### config.mk
export PLATFORM = sky130hd
export DESIGN_NAME = downlink_fragment_receiver
export DESIGN_NICKNAME = d
export VERILOG_FILES = /design/src/rtl/dfr_pkg.sv /design/src/rtl/downlink_fragment_receiver.sv /design/src/rtl/dfr_core.sv
export SDC_FILE = /design/constraint.sdc
export NUM_CORES = 1
export LEC_CHECK = 0
export BUFFER_PORTS_ARGS = -buffer_cell sky130_fd_sc_hd__buf_2
export CORE_MARGIN = 8
export CORE_UTILIZATION = 48
export CTS_CLUSTER_DIAMETER = 80
export CTS_CLUSTER_SIZE = 24
export DETAILED_ROUTE_END_ITERATION = 12
export HOLD_SLACK_MARGIN = 0.02
export PLACE_DENSITY = 0.68
export SLEW_MARGIN = 0
export SYNTH_ARGS = -nofsm -noshare
export SYNTH_HDL_FRONTEND = slang
export SYNTH_SLANG_ARGS = --single-unit
### constraint.sdc
create_clock -name i_clk -period 8.7 [get_ports i_clk]
set_input_delay 0.435 -clock i_clk [delete_from_list [all_inputs] [get_ports i_clk]]
set_output_delay 0.435 -clock i_clk [all_outputs]
set_load 0.01 [all_outputs]
### src/rtl/dfr_pkg.sv
package dfr_pkg;

    localparam int MaxPayloadBytes = 256;
    localparam int LenW = 9;
    localparam int CntW = 16;
    localparam int TotW = 16;
    localparam int IdxW = 9;
    localparam int CfgW = 16;
    localparam int InDataW = 48;
    localparam int InUserW = 1;
    localparam int OutDataW = 48;

    localparam logic [CntW-1:0] TimeoutReset = 16'd5000;
    localparam logic [TotW-1:0] TotMax = 16'hFFFF;
    localparam logic [CntW-1:0] CntMax = 16'hFFFF;

    localparam logic [7:0] MsgArm = 8'd12;
    localparam logic [7:0] MsgFragStart = 8'd40;
    localparam logic [7:0] MsgFragCont = 8'd41;
    localparam logic [7:0] MsgFragEnd = 8'd42;
    localparam logic [7:0] MsgPaging = 8'd11;
    localparam logic [7:0] MsgSmsAck = 8'd14;
    localparam logic [7:0] MsgSmsNoack = 8'd16;

    localparam logic [0:0] ReqMessage = 1'b0;
    localparam logic [0:0] ReqTick = 1'b1;

    localparam logic [0:0] CfgOwnShipId = 1'b0;
    localparam logic [0:0] CfgTimeoutTicks = 1'b1;

    typedef enum logic [2:0] {
        LINK_UPLINK_ADDR   = 3'd0,
        LINK_BROADCAST     = 3'd1,
        LINK_DOWNLINK_ADDR = 3'd2,
        LINK_PAGING        = 3'd3,
        LINK_SMS_ACK       = 3'd4,
        LINK_SMS_NOACK     = 3'd5
    } t_link;

    typedef enum logic [1:0] {
        MODE_IDLE  = 2'd0,
        MODE_BCAST = 2'd1,
        MODE_UCAST = 2'd2
    } t_mode;

    typedef enum logic [2:0] {
        EV_NONE      = 3'd0,
        EV_IGNORED   = 3'd1,
        EV_STARTED   = 3'd2,
        EV_CONTINUED = 3'd3,
        EV_COMPLETE  = 3'd4,
        EV_EMPTY     = 3'd5,
        EV_SEQERR    = 3'd6,
        EV_TIMEOUT   = 3'd7
    } t_event;

    typedef struct packed {
        logic [0:0]      req_type;
        logic [7:0]      msg_type;
        logic [15:0]     target_id;
        logic [7:0]      first_byte;
        logic [LenW-1:0] payload_len;
    } t_item;

    typedef struct packed {
        logic [2:0]      link_state;
        logic [1:0]      receive_mode;
        logic [2:0]      event_code;
        logic            send_ack;
        logic [15:0]     ack_ship_id;
        logic [TotW-1:0] total_length;
    } t_result;

endpackage

### src/rtl/downlink_fragment_receiver.sv
// An input item is accepted into the input register, then its result is written into the
// result register; a stalled output holds the item in the input register.
// Throughput: one item per cycle unless the output stalls; receiver state updates in a single pass.
// Reset is synchronous and active low; it empties both registers, sets the
// receiver to idle with link state uplink addressing and a timeout of 5000 ticks.
module downlink_fragment_receiver (
    input  logic                           i_clk,
    input  logic                           i_rst_n,
    input  logic                           s_axis_tvalid,
    output logic                           s_axis_tready,
    // msg_type[7:0], target_id[23:8], first_byte[31:24], payload_len[40:32]
    input  logic [dfr_pkg::InDataW-1:0]    s_axis_tdata,
    // req_type[0]
    input  logic [dfr_pkg::InUserW-1:0]    s_axis_tuser,
    output logic                           m_axis_tvalid,
    input  logic                           m_axis_tready,
    // link_state[2:0], receive_mode[4:3], event_code[7:5], send_ack[8],
    // ack_ship_id[24:9], total_length[40:25]
    output logic [dfr_pkg::OutDataW-1:0]   m_axis_tdata,
    input  logic                           i_cfg_wr_en,
    input  logic [0:0]                     i_cfg_index,
    input  logic [dfr_pkg::CfgW-1:0]       i_cfg_wr_data
);

    logic             r_in_valid;
    dfr_pkg::t_item   r_in_item;
    logic             r_out_valid;
    dfr_pkg::t_result r_out_result;
    dfr_pkg::t_result result;
    logic             advance;

    assign advance = r_in_valid && (!r_out_valid || m_axis_tready);
    assign s_axis_tready = !r_in_valid || advance;

    dfr_core u_core (
        .i_clk         (i_clk),
        .i_rst_n       (i_rst_n),
        .i_fire        (advance),
        .i_item        (r_in_item),
        .i_cfg_wr_en   (i_cfg_wr_en),
        .i_cfg_index   (i_cfg_index),
        .i_cfg_wr_data (i_cfg_wr_data),
        .o_result      (result)
    );

    always_ff @(posedge i_clk) begin
        if (!i_rst_n) begin
            r_in_valid <= 1'b0;
        end else if (s_axis_tready) begin
            r_in_valid <= s_axis_tvalid;
        end
        if (s_axis_tvalid && s_axis_tready) begin
            r_in_item.req_type <= s_axis_tuser[0:0];
            r_in_item.msg_type <= s_axis_tdata[7:0];
            r_in_item.target_id <= s_axis_tdata[23:8];
            r_in_item.first_byte <= s_axis_tdata[31:24];
            r_in_item.payload_len <= s_axis_tdata[40:32];
        end
    end

    always_ff @(posedge i_clk) begin
        if (!i_rst_n) begin
            r_out_valid <= 1'b0;
        end else if (advance) begin
            r_out_valid <= 1'b1;
        end else if (m_axis_tready) begin
            r_out_valid <= 1'b0;
        end
        if (advance) begin
            r_out_result <= result;
        end
    end

    assign m_axis_tvalid = r_out_valid;
    assign m_axis_tdata = {7'd0,
                           r_out_result.total_length,
                           r_out_result.ack_ship_id,
                           r_out_result.send_ack,
                           r_out_result.event_code,
                           r_out_result.receive_mode,
                           r_out_result.link_state};

endmodule

### src/rtl/dfr_core.sv
module dfr_core (
    input  logic                       i_clk,
    input  logic                       i_rst_n,
    input  logic                       i_fire,
    input  dfr_pkg::t_item             i_item,
    input  logic                       i_cfg_wr_en,
    input  logic [0:0]                 i_cfg_index,
    input  logic [dfr_pkg::CfgW-1:0]   i_cfg_wr_data,
    output dfr_pkg::t_result           o_result
);

    logic [15:0]               r_own_ship_id;
    logic [dfr_pkg::CntW-1:0]  r_timeout_ticks;
    dfr_pkg::t_link            r_link, n_link;
    dfr_pkg::t_mode            r_mode, n_mode;
    logic [dfr_pkg::IdxW-1:0]  r_exp_idx, n_exp_idx;
    logic [dfr_pkg::TotW-1:0]  r_total, n_total;
    logic [dfr_pkg::CntW-1:0]  r_count, n_count;
    logic                      r_running, n_running;

    logic [dfr_pkg::LenW-1:0]  len_clamped;
    logic [dfr_pkg::LenW-1:0]  len_data;
    logic [dfr_pkg::TotW:0]    add_sum;
    logic [dfr_pkg::TotW-1:0]  add_sat;
    logic [dfr_pkg::CntW-1:0]  limit;
    logic [dfr_pkg::CntW-1:0]  count_inc;
    dfr_pkg::t_event           ev;
    logic                      ack;
    logic                      complete;

    always_comb begin
        if (i_item.payload_len > dfr_pkg::LenW'(dfr_pkg::MaxPayloadBytes)) begin
            len_clamped = dfr_pkg::LenW'(dfr_pkg::MaxPayloadBytes);
        end else begin
            len_clamped = i_item.payload_len;
        end
        len_data = len_clamped - dfr_pkg::LenW'(1);
        add_sum = {1'b0, r_total} + (dfr_pkg::TotW+1)'(len_data);
        add_sat = add_sum[dfr_pkg::TotW] ? dfr_pkg::TotMax : add_sum[dfr_pkg::TotW-1:0];
        limit = (r_timeout_ticks == '0) ? dfr_pkg::CntW'(1) : r_timeout_ticks;
        count_inc = (r_count < dfr_pkg::CntMax) ? r_count + dfr_pkg::CntW'(1) : r_count;
    end

    always_comb begin
        n_link = r_link;
        n_mode = r_mode;
        n_exp_idx = r_exp_idx;
        n_total = r_total;
        n_count = r_count;
        n_running = r_running;
        ev = dfr_pkg::EV_NONE;
        ack = 1'b0;
        complete = 1'b0;

        if (i_item.req_type == dfr_pkg::ReqTick) begin
            if (r_running) begin
                n_count = count_inc;
                if (count_inc >= limit) begin
                    n_mode = dfr_pkg::MODE_IDLE;
                    n_exp_idx = '0;
                    n_total = '0;
                    n_count = '0;
                    n_running = 1'b0;
                    ev = dfr_pkg::EV_TIMEOUT;
                end
            end
        end else begin
            case (i_item.msg_type)
                dfr_pkg::MsgArm: begin
                    if (i_item.target_id == 16'd0 || i_item.target_id == 16'd1) begin
                        n_link = (i_item.target_id == 16'd0) ? dfr_pkg::LINK_BROADCAST
                                                             : dfr_pkg::LINK_DOWNLINK_ADDR;
                        n_mode = (i_item.target_id == 16'd0) ? dfr_pkg::MODE_BCAST
                                                             : dfr_pkg::MODE_UCAST;
                        n_exp_idx = '0;
                        n_total = '0;
                        n_count = '0;
                        n_running = 1'b1;
                    end else begin
                        ev = dfr_pkg::EV_IGNORED;
                    end
                end
                dfr_pkg::MsgFragStart, dfr_pkg::MsgFragCont, dfr_pkg::MsgFragEnd: begin
                    if (r_mode == dfr_pkg::MODE_IDLE) begin
                        ev = dfr_pkg::EV_IGNORED;
                    end else if (i_item.msg_type == dfr_pkg::MsgFragStart) begin
                        n_total = dfr_pkg::TotW'(len_clamped);
                        n_exp_idx = dfr_pkg::IdxW'(1);
                        n_count = '0;
                        n_running = 1'b1;
                        ev = dfr_pkg::EV_STARTED;
                    end else if (len_clamped == '0 ||
                                 dfr_pkg::IdxW'(i_item.first_byte) != r_exp_idx) begin
                        n_mode = dfr_pkg::MODE_IDLE;
                        n_exp_idx = '0;
                        n_total = '0;
                        n_count = '0;
                        n_running = 1'b0;
                        ev = (len_clamped == '0) ? dfr_pkg::EV_EMPTY : dfr_pkg::EV_SEQERR;
                    end else if (i_item.msg_type == dfr_pkg::MsgFragCont) begin
                        n_total = add_sat;
                        n_exp_idx = r_exp_idx + dfr_pkg::IdxW'(1);
                        n_count = '0;
                        n_running = 1'b1;
                        ev = dfr_pkg::EV_CONTINUED;
                    end else begin
                        ack = (r_mode == dfr_pkg::MODE_UCAST);
                        complete = 1'b1;
                        n_mode = dfr_pkg::MODE_IDLE;
                        n_exp_idx = '0;
                        n_total = '0;
                        n_count = '0;
                        n_running = 1'b0;
                        ev = dfr_pkg::EV_COMPLETE;
                    end
                end
                dfr_pkg::MsgPaging:   n_link = dfr_pkg::LINK_PAGING;
                dfr_pkg::MsgSmsAck:   n_link = dfr_pkg::LINK_SMS_ACK;
                dfr_pkg::MsgSmsNoack: n_link = dfr_pkg::LINK_SMS_NOACK;
                default:              ev = dfr_pkg::EV_IGNORED;
            endcase
        end
    end

    always_comb begin
        o_result.link_state = n_link;
        o_result.receive_mode = n_mode;
        o_result.event_code = ev;
        o_result.send_ack = ack;
        o_result.ack_ship_id = ack ? r_own_ship_id : 16'd0;
        o_result.total_length = complete ? add_sat : n_total;
    end

    always_ff @(posedge i_clk) begin
        if (!i_rst_n) begin
            r_own_ship_id <= '0;
            r_timeout_ticks <= dfr_pkg::TimeoutReset;
        end else if (i_cfg_wr_en) begin
            if (i_cfg_index == dfr_pkg::CfgOwnShipId) begin
                r_own_ship_id <= i_cfg_wr_data;
            end else begin
                r_timeout_ticks <= i_cfg_wr_data;
            end
        end
    end

    always_ff @(posedge i_clk) begin
        if (!i_rst_n) begin
            r_link <= dfr_pkg::LINK_UPLINK_ADDR;
            r_mode <= dfr_pkg::MODE_IDLE;
            r_exp_idx <= '0;
            r_total <= '0;
            r_count <= '0;
            r_running <= 1'b0;
        end else if (i_fire) begin
            r_link <= n_link;
            r_mode <= n_mode;
            r_exp_idx <= n_exp_idx;
            r_total <= n_total;
            r_count <= n_count;
            r_running <= n_running;
        end
    end

endmodule

==> metrics.txt <==
antenna viol nets, final=0; clk buf depth=2; height of the die=149 microns; top_reg_cell synth=edfxtp_1; die footprint=22100 sq um; CP startpoint=u_core.r_count[2]; synthesized flop and latch total=164; crit path max-delay cell type=nand2_1; status=finished, final reports clean; internal power=1.26 mW; fin util=56.1%; Reg power frac=about half; r2r endpoint=u_core.r_count[13]; cell family with most CP delay=simple AND/OR/NAND/NOR gates; global-route wire length before repair=between 30 and 40 mm; setup TNS=0 ps; CP Capture Type=flop; largest fanout on the critical path=16; VDD IR max=151 uV; Min-Delay Path Depth=1; register area=4110 sq um; Worst Skew=15.2 ps; P_leak=3.74 nW; most used cell, CP=nand2_1; # resized after CTS=0; sw frac=24.6%; DP Worst Slack=4170 ps; RD Place Congestion=0.941; critical path launch point type=flop; crit path cell chain=and4_1 -> nand4_1 -> or2_2 -> and2_1 -> and3_1 -> xor2_1 -> ha_1 -> a21oi_1 -> o21bai_1 -> a211oi_1 -> o211ai_1 -> nand2_1 -> nand2_1 -> a311oi_1; Buf/Inv on CP=0; Clock power frac=between 40% and 50%; combinational share of power=6.8%; Skew-Pair Late Insertion Delay=440 ps; Starting DRT DRC Count=518; n_diodes=0; max-slew violation count=0; IO Port Bufs=106; Rows=between 40 and 50; Post-Syn Area=between 8000 and 9000 sq um; Post-CTS Setup Bufs=0; Max-Slew Margin vs Limit=around 29%; Net Sw Power=411 uW; Ys Warns=0; number of synthesized flops with an enable pin=83; GRT Total Usage=19.6%; NumNets Final=roughly 1100; setup ws final=4190 ps; R2R depth=14; syn_area_per_cell=9.36 sq um; actual slew at the worst max-slew pin=1060 ps; DR WL/cell=~18 microns; Post-route DRC=0; Netlist cell types=74; Layout area overhead=14.4%; CP Data Required Time=between 9000 and 10000 ps; Multi-input gate area=a little over 4000 sq um; CP max stage delay=470 ps; Hold Slack=between 150 and 200 ps; Clock transition at path regs=roughly 70 ps; R2R Setup Slk=~4200 ps; clock root cell=clkbuf_16; PwrDens=173 nW/um^2; Final period util=51.8%; Async S/R FF share, synth=0%; RSZ-0062 raised after global routing=false; Initial Util=49.0%; clock tree sinks=164; final wirelength=21.6 mm; fraction of layout cells with a size suffix above 1=15.9%; H-tree depth=4; Post-Syn Instances=902; critical path depth=14; CTS tree=yes; die extent in x=between 100 and 150 microns; overall power=between 1.5 and 2 mW; Final min period=4510 ps; core area=about 17000 sq um; register area share after synthesis=48.7%; Max Cap Viol=0; Hold Vio Cnt, Final=0; Setup CP Type=reg -> reg; Reg-to-Reg Start=u_core.r_count[2]; FILL cells=between 1500 and 2000; DRT Pass-1 Iters=5; initial antenna violation count=1; drt via density=5.73; CP Capture Point=u_core.r_count[13]; I/O Pins=around 120; TritonCTS Buffers=17; DP HPWL=approximately 16 mm; Post-CTS Hold Buffers=0; global route overflow=0; Vias=roughly 7100; Max Clk Rate=222 MHz; vias in the first global route=6760; pin count of the biggest net entering global routing=47; Finish-stage setup viols=0; HP Class=in -> reg; Worst EP arrival=4850 ps
==> power by group through the flow <==
stage / clock network (mW) / registers [mW] / logic, mW
after floorplan: 0 / 0.873 / 0.0693
after global placement: 0 / 0.874 / 0.111
after detailed placement: 0 / 0.874 / 0.113
after CTS: 0.714 / 0.857 / 0.114
after global routing: 0.743 / 0.860 / 0.125
final: 0.699 / 0.857 / 0.113
==> cells by family after synthesis <==
kind of cell / Yosys count / share of synthesized area, %
compound gates: 211 / 16.0
buf+inv: 74 / 3.73
flops: 164 / 48.7
simple gates: 374 / 21.8
other cells: 1 / 0.0444
fa+ha+maj: 30 / 4.53
xor+xnor: 41 / 4.25
mux: 7 / 0.859
==> stage by stage <==
stage	instance area (sq um)	instances
global placement	9120	1200
finish	9660	1232
detailed placement	9120	1200
CTS	9660	1232
floorplan	8470	908
global route	9660	1232
==> layout make-up <==
class / instances / area share, %
Timing Repair Buffer: 111 / 5.88
Inverter: 30 / 1.17
Clock buffer: 19 / 4.58
Clock inverter: 13 / 1.01
Tap cell: 225 / 2.91
Sequential cell: 164 / 42.6
Multi-Input combinational cell: 670 / 41.9
==> cells in the mapped netlist (all sizes together) (5+ instances only) <==
library cell	n	area share, %
and2	30	2.2
xnor2	24	2.5
nand2b	10	0.74
nor3	23	1.5
nand3b	5	0.44
xor2	17	1.8
nand4	15	1.1
o22ai	11	0.81
inv	30	1.3
mux2i	5	0.59
a22oi	5	0.44
or2	6	0.44
nand3	27	1.6
clkbuf	31	1.4
nand2	131	5.8
ha	29	4.3
o31ai	5	0.50
o21a	5	0.44
and3	18	1.3
a211oi	5	0.44
a21o	9	0.80
o211ai	12	1.1
a21oi	72	4.3
a22o	10	1.0
nor2b	10	0.74
nor2	65	2.9
o21ai	40	2.4
nor4	13	0.96
edfxtp	83	30
a31oi	6	0.44
dfxtp	81	19
or3	9	0.73
buf	13	1.0
==> registers in the layout, summed over array words and instances, names as in the netlist, 2 cells and up <==
signal and flops:
r_in_item 42, m_axis_tdata 41, u_core.r_count 16, u_core.r_own_ship_id 16, u_core.r_timeout_ticks 16, u_core.r_total 16
u_core.r_exp_idx 9, u_core.r_link 3, u_core.r_mode 2
==> worst min path at each step <==
| stage | startpoint | endpoint |
|---|---|---|
| 2_1_floorplan | u_core.r_own_ship_id[0] | u_core.r_own_ship_id[0] |
| 3_3_place_gp | u_core.r_own_ship_id[10] | u_core.r_own_ship_id[10] |
| 3_5_place_dp | u_core.r_own_ship_id[1] | u_core.r_own_ship_id[1] |
| 4_1_cts | s_axis_tdata[13] | r_in_item[22] |
| 5_1_grt | s_axis_tdata[13] | r_in_item[22] |
| 6_report | s_axis_tdata[8] | r_in_item[17] |
==> layout by cell type, fill, tap and decap left out, drive strengths merged, types with 29 or more instances in the layout <==
master,n
a21oi,72
nand2,131
buf,111
nor2,65
dfxtp,81
o21ai,40
inv,37
ha,29
and2,30
edfxtp,83
==> layer usage <==
metal / up-vias / routed length, microns / GRT usage [%]
li1: 3441 / - / -
met1: 3321 / 9140 / 24.4
met2: 254 / 10400 / 32.3
met3: 39 / 1610 / 4.98
met4: 2 / 397 / 6.53
met5: - / 13 / 0
Note: power is estimated with default switching activity, not from simulation.
